$ cat src/sv/omdw_pkg.sv
// ----------------------------------------------------------------------------
// omdw_pkg: shared types and codes for the owned semaphore table
// Operation and status codes, cell commands and the scan candidate record.
// ----------------------------------------------------------------------------
package omdw_pkg;

   localparam int FUNC_W    = 2;
   localparam int STATUS_W  = 4;
   localparam int TASK_W    = 4;
   localparam int SEM_ID_W  = 4;
   localparam int REQ_DL_W  = 16;
   localparam int CFG_W     = 5;
   localparam int ADDR_W    = 2;
   localparam int DATA_W    = 32;

   localparam logic [FUNC_W-1:0] FUNC_INIT    = 2'd0;
   localparam logic [FUNC_W-1:0] FUNC_TAKE    = 2'd1;
   localparam logic [FUNC_W-1:0] FUNC_RELEASE = 2'd2;

   localparam logic [STATUS_W-1:0] ST_OK         = 4'd0;
   localparam logic [STATUS_W-1:0] ST_BLOCKED    = 4'd1;
   localparam logic [STATUS_W-1:0] ST_BAD_ID     = 4'd2;
   localparam logic [STATUS_W-1:0] ST_INTERRUPT  = 4'd3;
   localparam logic [STATUS_W-1:0] ST_NO_TASK    = 4'd4;
   localparam logic [STATUS_W-1:0] ST_NESTED     = 4'd5;
   localparam logic [STATUS_W-1:0] ST_NOT_LOCKED = 4'd6;
   localparam logic [STATUS_W-1:0] ST_NOT_OWNER  = 4'd7;
   localparam logic [STATUS_W-1:0] ST_UNDERFLOW  = 4'd8;

   localparam logic [ADDR_W-1:0] ADDR_TASKS_IN_USE = 2'd0;
   localparam logic [CFG_W-1:0]  TASKS_IN_USE_RST  = 5'd16;

   typedef enum logic [2:0] {
      CMD_NONE,
      CMD_GRANT,
      CMD_BLOCK,
      CMD_DEC,
      CMD_WAKE
   } cmd_op_type;

   typedef struct packed {
      cmd_op_type            op;
      logic [TASK_W-1:0]     task_id;
      logic [SEM_ID_W-1:0]   sem;
      logic [REQ_DL_W-1:0]   deadline;
   } cell_cmd_type;

   typedef struct packed {
      logic                  found;
      logic [TASK_W-1:0]     idx;
      logic [REQ_DL_W-1:0]   deadline;
   } cand_type;

endpackage

$ cat src/sv/omdw_cell.sv
// ----------------------------------------------------------------------------
// omdw_cell: one task slot of the wait chain
// Holds the slot's wait flag, semaphore, deadline and held-lock count, and
// passes the best waiter found so far on to the next slot every cycle.
// ----------------------------------------------------------------------------
module omdw_cell #(
   parameter int IDX   = 0,
   parameter int SEM_W = 3,
   parameter int DL_W  = 16
) (
   input  logic                           clock,
   input  logic                           reset,
   input  omdw_pkg::cell_cmd_type         cmd,
   input  logic [omdw_pkg::CFG_W-1:0]     tasks_in_use,
   input  omdw_pkg::cand_type             cand_in,
   output omdw_pkg::cand_type             cand_out,
   output logic                           held_zero
);

   localparam int EXT_W = omdw_pkg::REQ_DL_W;
   localparam int TW    = omdw_pkg::TASK_W;
   localparam int CW    = omdw_pkg::CFG_W;

   logic                  waiting_ff, waiting_in;
   logic [SEM_W-1:0]      wsem_ff, wsem_in;
   logic [DL_W-1:0]       dl_ff, dl_in;
   logic [TW-1:0]         held_ff, held_in;
   omdw_pkg::cand_type    cand_ff, cand_in_next;

   logic                  sel;
   logic                  match;
   logic                  take;
   logic [EXT_W-1:0]      dl_ext;

   always_comb begin
      sel        = (cmd.task_id == TW'(IDX));
      waiting_in = waiting_ff;
      wsem_in    = wsem_ff;
      dl_in      = dl_ff;
      held_in    = held_ff;
      if (sel) begin
         case (cmd.op)
            omdw_pkg::CMD_GRANT: begin
               // saturate the held count
               if (held_ff != '1) begin
                  held_in = held_ff + TW'(1);
               end
               waiting_in = 1'b0;
               wsem_in    = '0;
            end
            omdw_pkg::CMD_BLOCK: begin
               waiting_in = 1'b1;
               wsem_in    = cmd.sem[SEM_W-1:0];
               dl_in      = cmd.deadline[DL_W-1:0];
            end
            omdw_pkg::CMD_DEC: begin
               held_in = held_ff - TW'(1);
            end
            omdw_pkg::CMD_WAKE: begin
               waiting_in = 1'b0;
            end
            default: begin
            end
         endcase
      end

      // strict compare keeps the lower index on equal deadlines
      dl_ext = EXT_W'(dl_ff);
      match  = waiting_ff && (wsem_ff == cmd.sem[SEM_W-1:0]) && (tasks_in_use > CW'(IDX));
      take   = match && (!cand_in.found || (dl_ext < cand_in.deadline));
      if (take) begin
         cand_in_next.found    = 1'b1;
         cand_in_next.idx      = TW'(IDX);
         cand_in_next.deadline = dl_ext;
      end else begin
         cand_in_next = cand_in;
      end
   end

   always_ff @(posedge clock) begin
      if (reset) begin
         waiting_ff <= 1'b0;
         wsem_ff    <= '0;
         held_ff    <= '0;
      end else begin
         waiting_ff <= waiting_in;
         wsem_ff    <= wsem_in;
         held_ff    <= held_in;
      end
      dl_ff   <= dl_in;
      cand_ff <= cand_in_next;
   end

   assign cand_out  = cand_ff;
   assign held_zero = (held_ff == '0);

endmodule

$ cat src/sv/owned_mutex_deadline_wake.sv
// ----------------------------------------------------------------------------
// owned_mutex_deadline_wake: owned binary semaphores, earliest-deadline wake
// Init, take and faulted requests pass from the check state to the done state;
// a good release also walks the wait chain in the scan state, which moves one
// task slot per cycle. One request is in flight at a time: the next request is
// taken only once the result has moved to the reply register.
// Reset (synchronous, active high) frees all semaphores, clears all waiters
// and held counts, and sets tasks_in_use to 16.
// ----------------------------------------------------------------------------
module owned_mutex_deadline_wake #(
   parameter int NUM_SEMS      = 8,
   parameter int NUM_TASKS     = 16,
   parameter int DEADLINE_BITS = 16
) (
   input  logic                                clock,
   input  logic                                reset,

   input  logic                                req_valid,
   output logic                                req_ready,
   input  logic [omdw_pkg::FUNC_W-1:0]         req_func,
   input  logic [omdw_pkg::SEM_ID_W-1:0]       req_sem_id,
   input  logic [omdw_pkg::TASK_W-1:0]         req_task_id,
   input  logic                                req_task_present,
   input  logic                                req_in_interrupt,
   input  logic [omdw_pkg::REQ_DL_W-1:0]       req_task_deadline,

   output logic                                rsp_valid,
   input  logic                                rsp_ready,
   output logic [omdw_pkg::STATUS_W-1:0]       rsp_status,
   output logic                                rsp_woke_valid,
   output logic [omdw_pkg::TASK_W-1:0]         rsp_woke_task,

   input  logic                                psel,
   input  logic                                penable,
   input  logic                                pwrite,
   input  logic [omdw_pkg::ADDR_W-1:0]         paddr,
   input  logic [omdw_pkg::DATA_W-1:0]         pwdata,
   output logic [omdw_pkg::DATA_W-1:0]         prdata,
   output logic                                pready
);

   localparam int TW    = omdw_pkg::TASK_W;
   localparam int SW    = omdw_pkg::SEM_ID_W;
   localparam int STW   = omdw_pkg::STATUS_W;
   localparam int CW    = omdw_pkg::CFG_W;
   localparam int DL_W  = (DEADLINE_BITS < omdw_pkg::REQ_DL_W) ? DEADLINE_BITS
                                                                : omdw_pkg::REQ_DL_W;
   localparam int SEM_W = (NUM_SEMS > 1) ? $clog2(NUM_SEMS) : 1;
   localparam int TID_W = (NUM_TASKS > 1) ? $clog2(NUM_TASKS) : 1;
   localparam int CNT_W = (NUM_TASKS > 1) ? $clog2(NUM_TASKS) : 1;
   localparam logic [CNT_W-1:0] CNT_LAST = CNT_W'(NUM_TASKS - 1);

   typedef enum logic [1:0] {
      S_IDLE,
      S_CHECK,
      S_SCAN,
      S_DONE
   } state_type;

   state_type                        state_ff, state_in;
   logic [omdw_pkg::FUNC_W-1:0]      func_ff, func_in;
   logic [SW-1:0]                    sem_ff, sem_in;
   logic [TW-1:0]                    task_ff, task_in;
   logic                             present_ff, present_in;
   logic                             isr_ff, isr_in;
   logic [omdw_pkg::REQ_DL_W-1:0]    dl_ff, dl_in;
   logic [CNT_W-1:0]                 cnt_ff, cnt_in;
   logic [STW-1:0]                   res_status_ff, res_status_in;
   logic                             res_woke_ff, res_woke_in;
   logic [TW-1:0]                    res_task_ff, res_task_in;
   logic                             rsp_valid_ff, rsp_valid_in;
   logic [STW-1:0]                   rsp_status_ff, rsp_status_in;
   logic                             rsp_woke_ff, rsp_woke_in;
   logic [TW-1:0]                    rsp_task_ff, rsp_task_in;
   logic [CW-1:0]                    tiu_ff, tiu_in;
   logic                             locked_ff [NUM_SEMS];
   logic                             locked_in [NUM_SEMS];
   logic [TW-1:0]                    owner_ff  [NUM_SEMS];
   logic [TW-1:0]                    owner_in  [NUM_SEMS];

   omdw_pkg::cell_cmd_type           cmd;
   omdw_pkg::cand_type               cand [NUM_TASKS+1];
   logic [NUM_TASKS-1:0]             held_zero;

   logic [SEM_W-1:0]                 sidx;
   logic [TID_W-1:0]                 tidx;
   logic                             sem_bad;
   logic                             task_bad;
   logic                             lk;
   logic [TW-1:0]                    ow;
   logic                             hz;
   logic                             csr_write;

   assign cand[0] = '0;

   for (genvar gi = 0; gi < NUM_TASKS; gi++) begin : g_cell
      omdw_cell #(
         .IDX   (gi),
         .SEM_W (SEM_W),
         .DL_W  (DL_W)
      ) u_cell (
         .clock        (clock),
         .reset        (reset),
         .cmd          (cmd),
         .tasks_in_use (tiu_ff),
         .cand_in      (cand[gi]),
         .cand_out     (cand[gi+1]),
         .held_zero    (held_zero[gi])
      );
   end

   assign csr_write = psel && penable && pwrite;
   assign pready    = 1'b1;
   assign prdata    = (paddr == omdw_pkg::ADDR_TASKS_IN_USE)
                      ? omdw_pkg::DATA_W'(tiu_ff) : '0;

   always_comb begin
      sidx     = sem_ff[SEM_W-1:0];
      tidx     = task_ff[TID_W-1:0];
      sem_bad  = ({1'b0, sem_ff} >= (SW+1)'(NUM_SEMS));
      task_bad = ({1'b0, task_ff} >= (TW+1)'(NUM_TASKS));
      lk       = locked_ff[sidx];
      ow       = owner_ff[sidx];
      hz       = held_zero[tidx];

      state_in      = state_ff;
      func_in       = func_ff;
      sem_in        = sem_ff;
      task_in       = task_ff;
      present_in    = present_ff;
      isr_in        = isr_ff;
      dl_in         = dl_ff;
      cnt_in        = cnt_ff;
      res_status_in = res_status_ff;
      res_woke_in   = res_woke_ff;
      res_task_in   = res_task_ff;
      rsp_valid_in  = rsp_valid_ff && !rsp_ready;
      rsp_status_in = rsp_status_ff;
      rsp_woke_in   = rsp_woke_ff;
      rsp_task_in   = rsp_task_ff;
      locked_in     = locked_ff;
      owner_in      = owner_ff;
      tiu_in        = tiu_ff;

      cmd.op        = omdw_pkg::CMD_NONE;
      cmd.task_id   = task_ff;
      cmd.sem       = sem_ff;
      cmd.deadline  = dl_ff;

      req_ready     = (state_ff == S_IDLE);

      if (csr_write && (paddr == omdw_pkg::ADDR_TASKS_IN_USE)) begin
         tiu_in = pwdata[CW-1:0];
      end

      case (state_ff)
         S_IDLE: begin
            if (req_valid) begin
               func_in    = req_func;
               sem_in     = req_sem_id;
               task_in    = req_task_id;
               present_in = req_task_present;
               isr_in     = req_in_interrupt;
               dl_in      = req_task_deadline;
               state_in   = S_CHECK;
            end
         end
         S_CHECK: begin
            res_status_in = omdw_pkg::ST_OK;
            res_woke_in   = 1'b0;
            res_task_in   = '0;
            state_in      = S_DONE;
            if (func_ff == omdw_pkg::FUNC_INIT) begin
               if (sem_bad) begin
                  res_status_in = omdw_pkg::ST_BAD_ID;
               end else begin
                  locked_in[sidx] = 1'b0;
                  owner_in[sidx]  = '0;
               end
            end else if (func_ff == omdw_pkg::FUNC_TAKE ||
                         func_ff == omdw_pkg::FUNC_RELEASE) begin
               if (sem_bad) begin
                  res_status_in = omdw_pkg::ST_BAD_ID;
               end else if (isr_ff) begin
                  res_status_in = omdw_pkg::ST_INTERRUPT;
               end else if (!present_ff) begin
                  res_status_in = omdw_pkg::ST_NO_TASK;
               end else if (task_bad) begin
                  res_status_in = omdw_pkg::ST_BAD_ID;
               end else if (func_ff == omdw_pkg::FUNC_TAKE) begin
                  if (lk && ow == task_ff) begin
                     res_status_in = omdw_pkg::ST_NESTED;
                  end else if (!lk) begin
                     locked_in[sidx] = 1'b1;
                     owner_in[sidx]  = task_ff;
                     cmd.op          = omdw_pkg::CMD_GRANT;
                  end else begin
                     cmd.op        = omdw_pkg::CMD_BLOCK;
                     res_status_in = omdw_pkg::ST_BLOCKED;
                  end
               end else begin
                  if (!lk) begin
                     res_status_in = omdw_pkg::ST_NOT_LOCKED;
                  end else if (ow != task_ff) begin
                     res_status_in = omdw_pkg::ST_NOT_OWNER;
                  end else if (hz) begin
                     res_status_in = omdw_pkg::ST_UNDERFLOW;
                  end else begin
                     // free the lock now, then walk the chain for a waiter
                     locked_in[sidx] = 1'b0;
                     owner_in[sidx]  = '0;
                     cmd.op          = omdw_pkg::CMD_DEC;
                     cnt_in          = '0;
                     state_in        = S_SCAN;
                  end
               end
            end
         end
         S_SCAN: begin
            cnt_in = cnt_ff + CNT_W'(1);
            if (cnt_ff == CNT_LAST) begin
               // chain tail now holds the winner over all slots
               if (cand[NUM_TASKS].found) begin
                  cmd.op      = omdw_pkg::CMD_WAKE;
                  cmd.task_id = cand[NUM_TASKS].idx;
                  res_woke_in = 1'b1;
                  res_task_in = cand[NUM_TASKS].idx;
               end
               state_in = S_DONE;
            end
         end
         S_DONE: begin
            if (!rsp_valid_ff || rsp_ready) begin
               rsp_valid_in  = 1'b1;
               rsp_status_in = res_status_ff;
               rsp_woke_in   = res_woke_ff;
               rsp_task_in   = res_task_ff;
               state_in      = S_IDLE;
            end
         end
         default: begin
            state_in = S_IDLE;
         end
      endcase
   end

   always_ff @(posedge clock) begin
      if (reset) begin
         state_ff     <= S_IDLE;
         rsp_valid_ff <= 1'b0;
         tiu_ff       <= omdw_pkg::TASKS_IN_USE_RST;
         for (int i = 0; i < NUM_SEMS; i++) begin
            locked_ff[i] <= 1'b0;
            owner_ff[i]  <= '0;
         end
      end else begin
         state_ff     <= state_in;
         rsp_valid_ff <= rsp_valid_in;
         tiu_ff       <= tiu_in;
         locked_ff    <= locked_in;
         owner_ff     <= owner_in;
      end
      func_ff       <= func_in;
      sem_ff        <= sem_in;
      task_ff       <= task_in;
      present_ff    <= present_in;
      isr_ff        <= isr_in;
      dl_ff         <= dl_in;
      cnt_ff        <= cnt_in;
      res_status_ff <= res_status_in;
      res_woke_ff   <= res_woke_in;
      res_task_ff   <= res_task_in;
      rsp_status_ff <= rsp_status_in;
      rsp_woke_ff   <= rsp_woke_in;
      rsp_task_ff   <= rsp_task_in;
   end

   assign rsp_valid      = rsp_valid_ff;
   assign rsp_status     = rsp_status_ff;
   assign rsp_woke_valid = rsp_woke_ff;
   assign rsp_woke_task  = rsp_task_ff;

endmodule

$ cat config.mk
export PLATFORM = sky130hd
export DESIGN_NAME = owned_mutex_deadline_wake
export DESIGN_NICKNAME = d
export VERILOG_FILES = /design/src/sv/omdw_pkg.sv /design/src/sv/omdw_cell.sv /design/src/sv/owned_mutex_deadline_wake.sv
export SDC_FILE = /design/constraint.sdc
export NUM_CORES = 1
export LEC_CHECK = 0
export BUFFER_PORTS_ARGS = -buffer_cell sky130_fd_sc_hd__buf_2
export CAP_MARGIN = 10
export CORE_MARGIN = 5
export CORE_UTILIZATION = 62
export DETAILED_ROUTE_END_ITERATION = 8
export PLACE_DENSITY = 0.9
export SYNTH_ARGS = -nofsm -noshare
export SYNTH_HDL_FRONTEND = slang
export SYNTH_SLANG_ARGS = --single-unit
$ cat constraint.sdc
create_clock -name clock -period 5.7 [get_ports clock]
set_input_delay 1.14 -clock clock [delete_from_list [all_inputs] [get_ports clock]]
set_output_delay 1.14 -clock clock [all_outputs]
set_load 0.01 [all_outputs]
==> results of run 1 <==
==> power breakdown <==
group          switching [mW]  total [mW]  internal [mW]
sequential              0.273        6.35           6.08
combinational           0.464       0.684          0.220
clock                    2.21        5.33           3.13
==> sequential cells by signal, summed over array words and instances (netlist names), 2 cells and up, named ones only <==
name                      flops
g_cell.u_cell.cand_out      305
g_cell.u_cell.dl_ext        256
g_cell.u_cell.held_ff        64
g_cell.u_cell.wsem_ff        48
owner_ff                     32
dl_ff                        16
g_cell.u_cell.waiting_ff     16
tiu_ff                        5
cnt_ff                        4
res_status_ff                 4
res_task_ff                   4
rsp_status                    4
rsp_woke_task                 4
sem_ff                        4
task_ff                       4
func_ff                       2
state_ff                      2
==> layer usage <==
layer  vias to the layer above  track usage [%]
met5                         -                0
met4                         2             10.6
met3                       244             4.75
met2                      1046             44.7
li1                      10916                -
met1                     11568             30.7
==> final cells by class <==
type	instances	area [µm²]	share of cell area, %
antenna	2	5.00	0.0129
clock buffer	109	2210	5.68
clock inverter	32	432	1.11
inverter	333	1250	3.22
multi-input combinational	1822	14600	37.7
sequential	787	18800	48.4
tap	756	946	2.43
timing repair buffer	91	569	1.46
==> worst max-delay path: cells and delay by family, from the launching register on <==
family / cells / cell delay, ps
adders and majority gates: 1 / 310
AOI/OAI and AO/OA: 5 / 970
muxes: 2 / 490
and+or+nand+nor: 3 / 940
buffers and inverters: 4 / 1000
DFF: 1 / 860
==> path summary, 6_finish.rpt <==
path | cells past startpoint | endpoint
hold reg to reg | 1 | g_cell[3].u_cell.cand_out[16]
setup / recovery | 15 | g_cell[1].u_cell.held_ff[3]
setup reg to reg | 15 | g_cell[1].u_cell.held_ff[3]
hold / removal | 1 | g_cell[3].u_cell.cand_out[16]
==> metrics by stage <==
step | util [%] | instances | setup slack [ps] | cell area, µm² | total power, mW
final | 68.9 | 3932 | 981 | 38900 | 12.4
after global routing | 68.9 | 3930 | 685 | 38900 | 12.7
after CTS | 68.8 | 3927 | 1040 | 38800 | 12.4
after detailed placement | 64.2 | 3786 | 1100 | 36200 | 7.12
after global placement | 64.2 | 3786 | 1170 | 36200 | 7.10
after floorplan | - | 3073 | 1050 | 35400 | 6.82
==> cells by family after synthesis <==
| kind of cell | Yosys count |
|---|---|
| XOR/XNOR | 71 |
| multiplexers | 296 |
| buffers and inverters | 464 |
| flip-flops | 787 |
| other | 2 |
| adder cells (fa/ha/maj) | 281 |
| AO/OA/AOI/OAI | 501 |
| AND/OR/NAND/NOR | 645 |
==> placed cells by master (no fill, tap or decap), types with 16 or more instances in the layout <==
cell type / count
conb_1: 28
nand4_1: 35
buf_4: 31
nand3_1: 38
dfxtp_1: 481
inv_1: 332
clkbuf_16: 77
fa_1: 16
nand2b_1: 59
o32ai_1: 49
xor2_1: 40
o22ai_1: 18
xnor2_1: 31
ha_1: 265
mux2_2: 265
or2_2: 26
nor3_1: 20
a211oi_1: 31
nand2_1: 93
mux2i_1: 20
a21o_1: 107
nor2b_1: 50
nor4_1: 36
buf_2: 56
clkbuf_8: 16
o21ai_0: 88
nor2_1: 194
a32o_1: 27
edfxtp_1: 306
a21oi_1: 89
and2_1: 43
clkbuf_1: 16
==> metrics.txt, run 1 <==
# TYPE chip_impl_metric gauge
chip_impl_info{name="status",value="finished clean"} 1
chip_impl_metric{name="cpPeakStageDelay",unit="ps"} 860
chip_impl_metric{name="floorplan.initialDensity",unit="%"} 62.5
chip_impl_info{name="synth_top_family_by_area",value="adder cells"} 1
chip_impl_info{name="worstHoldPathType",value="reg -> reg"} 1
chip_impl_info{name="beginning_of_the_critical_path",value="sem_ff[2]"} 1
chip_impl_metric{name="cts_buffers",unit=""} 76
chip_impl_metric{name="mappedNetlistArea",unit="µm²"} 35300
chip_impl_metric{name="drt_iter0_drc",unit=""} 2411
chip_impl_metric{name="clk_pin_slew_worst_paths",unit="ps"} 60
chip_impl_info{name="setup_repair_after_global_routing_missed_its_margin",value="no"} 1
chip_impl_metric{name="post_cts_buffers",unit=""} 0
chip_impl_metric{name="final_net_count",unit=""} 3461
chip_impl_info{name="clockRootBuffer",value="clkbuf_16"} 1
chip_impl_info{name="synth_most_common_cell",value="dfxtp_1"} 1
chip_impl_metric{name="fillers",unit=""} 3507
chip_impl_metric{name="final_period_utilization",unit="%"} 82.8
chip_impl_info{name="crit_path_top_delay_cell",value="edfxtp_1"} 1
chip_impl_metric{name="die_height",unit="µm"} 248
chip_impl_metric{name="wl_met1",unit="mm"} 31.6
chip_impl_metric{name="die_width",unit="µm"} 248
chip_impl_metric{name="powerDensity",unit="nW/µm²"} 318
chip_impl_info{name="synthDominantAreaCellType",value="dfxtp_1"} 1
chip_impl_metric{name="timing.critical_path.required",unit="ps"} 6200
chip_impl_metric{name="number_of_warnings_printed_during_yosys_synthesis",unit=""} 0
chip_impl_metric{name="syn-mean-instance-area",unit="µm²"} 11.6
chip_impl_metric{name="timing.final.crit_period",unit="ps"} 4720
chip_impl_info{name="cts_tree",value="built"} 1
chip_impl_metric{name="source_to_sink_clock_delay_at_the_later_pin_of_the_worst_skew_pair",unit="ps"} 620
chip_impl_metric{name="synth.yosys.seq_area_share",unit="%"} 53.4
chip_impl_info{name="timing_worst_setup_path_type",value="reg -> reg"} 1
chip_impl_metric{name="setup-tns-final",unit="ps"} 0
chip_impl_metric{name="routed_length_per_instance",unit="µm"} 21.0
chip_impl_metric{name="clock-sinks",unit=""} 787
chip_impl_metric{name="route.vias.total",unit=""} 23776
chip_impl_metric{name="drt_wl_total",unit="mm"} 82.6
chip_impl_info{name="netlist_top_cells_area",value="dfxtp_1 27%, edfxtp_1 26%, ha_1 9.4%"} 1
chip_impl_info{name="crit-reg2reg-launch",value="sem_ff[2]"} 1
chip_impl_metric{name="synthesized_area_fraction_occupied_by_ao_oa_aoi_and_oai_cells",unit="%"} 10.0
chip_impl_metric{name="port_buffers",unit=""} 57
chip_impl_metric{name="crit_fanout",unit=""} 32
chip_impl_metric{name="clock_tree.buffer_depth",unit=""} 3
chip_impl_metric{name="placementRows",unit=""} 87
chip_impl_metric{name="dr.pass1.iters",unit=""} 6
chip_impl_info{name="ys_top_cells_by_count",value="481 x dfxtp_1, 332 x inv_1, 306 x edfxtp_1"} 1
chip_impl_metric{name="synth_fa_ha_area_share",unit="%"} 10.3
chip_impl_metric{name="synth_xor_area_share",unit="%"} 1.76
chip_impl_metric{name="avgViaCountPerCell",unit=""} 6.05
chip_impl_metric{name="synth_simple_gate_area_share",unit="%"} 9.48
chip_impl_metric{name="wl_met3",unit="mm"} 6.18
chip_impl_metric{name="synthCells",unit=""} 3047
chip_impl_metric{name="worst_clock_skew",unit="ps"} 21.4
chip_impl_info{name="startpoint_type",value="flip-flop"} 1
chip_impl_metric{name="drv.max_cap_violation_count",unit=""} 0
chip_impl_metric{name="grt_max_degree",unit=""} 150
chip_impl_metric{name="final_layout_size_suffix_gt1_share",unit="%"} 17.1
chip_impl_metric{name="hpwlAfterDp",unit="mm"} 51.7
chip_impl_metric{name="slew_viol_final",unit=""} 0
chip_impl_metric{name="design.core.area",unit="µm²"} 56400
chip_impl_metric{name="cts.hold.buffers_added",unit=""} 0
chip_impl_metric{name="flow.area_growth_from_synthesis",unit="%"} 10.2
chip_impl_metric{name="die-area",unit="µm²"} 61700
chip_impl_metric{name="grt_overflow_total",unit=""} 0
chip_impl_info{name="timing.hold.worst.start",value="g_cell[2].u_cell.cand_out[16]"} 1
chip_impl_metric{name="yosysTopAreaCellShare",unit="%"} 27.3
chip_impl_metric{name="async_flop_share",unit="%"} 0
chip_impl_metric{name="seq_cells_post_synth",unit=""} 787
chip_impl_metric{name="ant_nets",unit=""} 0
chip_impl_metric{name="worstMarginPinSlew",unit="ps"} 1220
chip_impl_info{name="yosys_most_used_dff",value="dfxtp_1"} 1
chip_impl_info{name="maxUsedRoutingLayer",value="met5"} 1
chip_impl_metric{name="gpl.final_weighted_congestion",unit=""} 0.877
chip_impl_metric{name="synth-edff-count",unit=""} 306
chip_impl_metric{name="crit_arrival",unit="ps"} 5220
chip_impl_info{name="path_cells",value="buf_4 > mux2i_1 > o211ai_1 > a22oi_2 > nor2_2 > inv_1 > or4_1 > inv_1 > buf_4 > ha_1 > a21o_1 > a21oi_1 > nor4_1 > a32oi_1 > mux2_2"} 1
chip_impl_metric{name="cts_resized",unit=""} 0
chip_impl_metric{name="ff2ff_setup_slack",unit="ps"} 980
chip_impl_metric{name="post_synth_mux_area_share",unit="%"} 9.57
chip_impl_metric{name="via_count_of_the_first_global_routing_pass",unit=""} 24267
chip_impl_metric{name="clock_tree.htree_level_count",unit=""} 3
chip_impl_metric{name="grt_pass1_wl",unit="mm"} 128
chip_impl_metric{name="highest_ir_drop_seen_on_vdd",unit="V"} 0.000212
chip_impl_metric{name="io_pins",unit=""} 113
chip_impl_metric{name="groute.usage.overall",unit="%"} 25.4
chip_impl_info{name="setup.worst_path.end_class",value="flip-flop"} 1
chip_impl_metric{name="relSlewSlack",unit="%"} 18.3
chip_impl_metric{name="synth.distinct_cells",unit=""} 78
chip_impl_metric{name="drc_errors",unit=""} 0
chip_impl_metric{name="report.final.setup_viol",unit=""} 0
chip_impl_metric{name="timing_hold_violations_final",unit=""} 0
chip_impl_metric{name="hold-worst-slack",unit="ps"} 409
chip_impl_metric{name="fmax",unit="MHz"} 212
chip_impl_metric{name="met2RoutedLength",unit="mm"} 41.9
chip_impl_metric{name="total_leakage_power",unit="nW"} 14.9
chip_impl_metric{name="grt_antenna_before_repair",unit=""} 1
Note: power is estimated with default switching activity, not from simulation.
==> run 2: changes to the inputs <==
--- a/config.mk
+++ b/config.mk
@@ -8,9 +8,9 @@
 export BUFFER_PORTS_ARGS = -buffer_cell sky130_fd_sc_hd__buf_2
 export CAP_MARGIN = 10
 export CORE_MARGIN = 5
-export CORE_UTILIZATION = 62
+export CORE_UTILIZATION = 56
 export DETAILED_ROUTE_END_ITERATION = 8
-export PLACE_DENSITY = 0.9
+export PLACE_DENSITY = 0.86
 export SYNTH_ARGS = -nofsm -noshare
 export SYNTH_HDL_FRONTEND = slang
 export SYNTH_SLANG_ARGS = --single-unit
==> constraint.sdc (replaced) <==
create_clock -name clock -period 3.9 [get_ports clock]
set_input_delay 0.78 -clock clock [delete_from_list [all_inputs] [get_ports clock]]
set_output_delay 0.78 -clock clock [all_outputs]
set_load 0.01 [all_outputs]
==> metrics.txt, run 2 (synthesized netlist as in run 1, its figures left out) <==
# TYPE chip_impl_metric gauge
chip_impl_info{name="status",value="finished with violations"} 1
chip_impl_info{name="violations_in_the_final_reports",value="negative setup slack"} 1
chip_impl_metric{name="worstMarginPinSlew",unit="ps"} 901
chip_impl_metric{name="final_period_utilization",unit="%"} 101
chip_impl_metric{name="insertedDiodeCount",unit=""} 0
chip_impl_metric{name="cpPeakStageDelay",unit="ps"} 470
chip_impl_info{name="startpoint_type",value="flip-flop"} 1
chip_impl_metric{name="dr.pass1.iters",unit=""} 6
chip_impl_metric{name="p_clk_share",unit="%"} 42.7
chip_impl_info{name="hold-path-endpoint",value="dl_ff[1]"} 1
chip_impl_metric{name="r2r_cells",unit=""} 16
chip_impl_metric{name="highest_ir_drop_seen_on_vdd",unit="V"} 0.000384
chip_impl_metric{name="timing_hold_violations_final",unit=""} 0
chip_impl_info{name="cts_tree",value="built"} 1
chip_impl_metric{name="grt_max_degree",unit=""} 104
chip_impl_metric{name="powerDensity",unit="nW/µm²"} 457
chip_impl_metric{name="fmax",unit="MHz"} 255
chip_impl_metric{name="slew_viol_final",unit=""} 0
chip_impl_metric{name="floorplan.initialDensity",unit="%"} 56.2
chip_impl_metric{name="total_leakage_power",unit="nW"} 15.1
chip_impl_metric{name="cts.hold.buffers_added",unit=""} 0
chip_impl_metric{name="placementRows",unit=""} 92
chip_impl_info{name="path_cells",value="inv_2 > ha_4 > or3b_4 > nor3b_4 > nand2_2 > nor3b_2 > nand2_1 > or4_4 > clkinvlp_4 > buf_12 > ha_1 > a21o_1 > a21oi_2 > nor4_1 > a32oi_1 > mux2_1"} 1
chip_impl_info{name="timing_worst_setup_path_type",value="reg -> reg"} 1
chip_impl_metric{name="grt_overflow_total",unit=""} 0
chip_impl_metric{name="cts_buffers",unit=""} 77
chip_impl_metric{name="hpwlAfterDp",unit="mm"} 51.0
chip_impl_metric{name="grt_antenna_before_repair",unit=""} 1
chip_impl_info{name="timing.hold.worst.start",value="req_task_deadline[1]"} 1
chip_impl_metric{name="drt_wl_total",unit="mm"} 76.8
chip_impl_metric{name="routed_length_per_instance",unit="µm"} 18.9
chip_impl_metric{name="setup-tns-final",unit="ps"} -20.1
chip_impl_metric{name="report.power.total",unit="mW"} 18.0
chip_impl_info{name="crit-reg2reg-launch",value="func_ff[1]"} 1
chip_impl_info{name="layout_commonest_cell",value="dfxtp_1"} 1
chip_impl_metric{name="largest_reg_flops",unit=""} 305
chip_impl_metric{name="source_to_sink_clock_delay_at_the_later_pin_of_the_worst_skew_pair",unit="ps"} 620
chip_impl_metric{name="gpl.final_weighted_congestion",unit=""} 0.891
chip_impl_metric{name="port_buffers",unit=""} 57
chip_impl_metric{name="design.core.area",unit="µm²"} 62700
chip_impl_metric{name="timing.critical_path.buf_inv",unit=""} 3
chip_impl_metric{name="ff2ff_setup_slack",unit="ps"} -20
chip_impl_metric{name="clock_tree.htree_level_count",unit=""} 3
chip_impl_metric{name="avgViaCountPerCell",unit=""} 5.77
chip_impl_metric{name="crit_fanout",unit=""} 18
chip_impl_metric{name="die_width",unit="µm"} 261
chip_impl_metric{name="p_switching",unit="mW"} 4.23
chip_impl_metric{name="clock-sinks",unit=""} 787
chip_impl_metric{name="final_core_utilization",unit="%"} 62.7
chip_impl_info{name="worstHoldPathType",value="in -> reg"} 1
chip_impl_metric{name="combinational_share_of_power",unit="%"} 6.2
chip_impl_metric{name="clk_pin_slew_worst_paths",unit="ps"} 70
chip_impl_metric{name="drv.max_cap_violation_count",unit=""} 0
chip_impl_metric{name="final-seq-area",unit="µm²"} 18800
chip_impl_metric{name="die-area",unit="µm²"} 68100
chip_impl_metric{name="final_net_count",unit=""} 3498
chip_impl_metric{name="timing.final.ws_setup",unit="ps"} -20.1
chip_impl_metric{name="worst_clock_skew",unit="ps"} 25.4
chip_impl_metric{name="groute.usage.overall",unit="%"} 22.3
chip_impl_metric{name="ant_nets",unit=""} 0
chip_impl_info{name="setup.worst_path.end_class",value="flip-flop"} 1
chip_impl_metric{name="multiInputGateArea",unit="µm²"} 14700
chip_impl_metric{name="power_frac_seq",unit="%"} 51.2
chip_impl_info{name="crit_path_top_delay_cell",value="or4_4"} 1
chip_impl_info{name="setup_repair_after_global_routing_missed_its_margin",value="yes"} 1
chip_impl_metric{name="route.vias.total",unit=""} 23389
chip_impl_info{name="critical_path.reg2reg.endpoint",value="g_cell[7].u_cell.held_ff[3]"} 1
chip_impl_metric{name="relSlewSlack",unit="%"} 39.9
chip_impl_metric{name="timing.critical_path.required",unit="ps"} 4400
chip_impl_metric{name="crit_arrival",unit="ps"} 4420
chip_impl_info{name="clockRootBuffer",value="clkbuf_16"} 1
chip_impl_metric{name="grt_pass1_wl",unit="mm"} 123
chip_impl_metric{name="fillers",unit=""} 4554
chip_impl_metric{name="timing.final.crit_period",unit="ps"} 3920
chip_impl_metric{name="clock_tree.buffer_depth",unit=""} 3
chip_impl_metric{name="flow.area_growth_from_synthesis",unit="%"} 11.6
chip_impl_metric{name="die_height",unit="µm"} 261
chip_impl_metric{name="io_pins",unit=""} 113
chip_impl_metric{name="via_count_of_the_first_global_routing_pass",unit=""} 23935
chip_impl_info{name="critical_path.top_delay_family",value="simple AND/OR/NAND/NOR gates"} 1
chip_impl_metric{name="intPower",unit="mW"} 13.8
chip_impl_metric{name="report.final.setup_viol",unit=""} 1
chip_impl_metric{name="final_layout_size_suffix_gt1_share",unit="%"} 18.8
chip_impl_metric{name="drc_errors",unit=""} 0
chip_impl_metric{name="switching_share",unit="%"} 23.5
chip_impl_metric{name="drt_iter0_drc",unit=""} 1975
chip_impl_info{name="final_cell_mix",value="481 x dfxtp_1, 329 x inv_1, 306 x edfxtp_1"} 1
chip_impl_metric{name="timing.hold.worst_path_depth",unit=""} 1
==> run 2: changes by cell type in the layout (fill, tap and decap cells not counted), moves of 3 or more <==
cell | before | now
buf_4 | 31 | 66
clkinv_1 | 2 | 5
clkinv_2 | 12 | 16
inv_6 | 5 | 2
buf_8 | 3 | 0
clkbuf_1 | 16 | 13
buf_12 | 0 | 3
a21oi_1 | 89 | 75
clkbuf_8 | 16 | 12
inv_1 | 332 | 329
a21oi_2 | 2 | 16
clkinvlp_4 | 0 | 5
==> run 2: power groups by stage <==
stage	sequential, mW	combinational [mW]	clock, mW
after floorplan	9.18	0.799	0
after global placement	9.37	1.04	0
final	9.21	1.11	7.68
after detailed placement	9.39	1.06	0
after global routing	9.23	1.20	8.17
after CTS	9.21	1.08	7.80
==> run 2: layer usage <==
layer / global-route usage (%) / vias up / part of all wire, % / wire (µm)
met4: 8.54 / 0 / 3.7 / 2850
met1: 28.9 / 11390 / 42 / 32000
li1: - / 10975 / - / -
met2: 38.0 / 797 / 49 / 37500
met3: 3.63 / 227 / 5.8 / 4440
met5: 0 / - / 0 / 0
==> run 2: layout make-up <==
| type | count | share of cell area, % |
|---|---|---|
| multi-input combinational | 1822 | 37.5 |
| tap | 846 | 2.69 |
| clock inverter | 39 | 1.17 |
| clock buffer | 103 | 5.50 |
| timing repair buffer | 127 | 2.18 |
| inverter | 333 | 3.18 |
| sequential | 787 | 47.8 |
==> run 2: through the flow <==
stage               instances  hold slack, ps  instance area (µm²)  worst slack (ps)
floorplan                3073             386                35400             -97.4
global route             4057             306                39400              -163
finish                   4057             332                39400             -20.1
global placement         3905             390                36600              88.3
CTS                      4047             301                39200              32.8
detailed placement       3905             394                36600              3.86
==> run 2: worst max path at each step <==
stage                     startpoint                      endpoint  cells past startpoint
after floorplan           func_ff[0]  g_cell[10].u_cell.held_ff[3]                     14
after global placement    func_ff[1]  g_cell[10].u_cell.held_ff[3]                     15
after detailed placement  func_ff[1]   g_cell[7].u_cell.held_ff[3]                     16
after CTS                 func_ff[1]  g_cell[14].u_cell.held_ff[3]                     16
after global routing      func_ff[1]   g_cell[7].u_cell.held_ff[3]                     16
final                     func_ff[1]   g_cell[7].u_cell.held_ff[3]                     16
==> run 2: repair_timing <==
action,in CTS,in global routing
endpoints found under the setup margin,1,16
buffers inserted,0,10
pin swaps,0,10
resized for setup,1,18
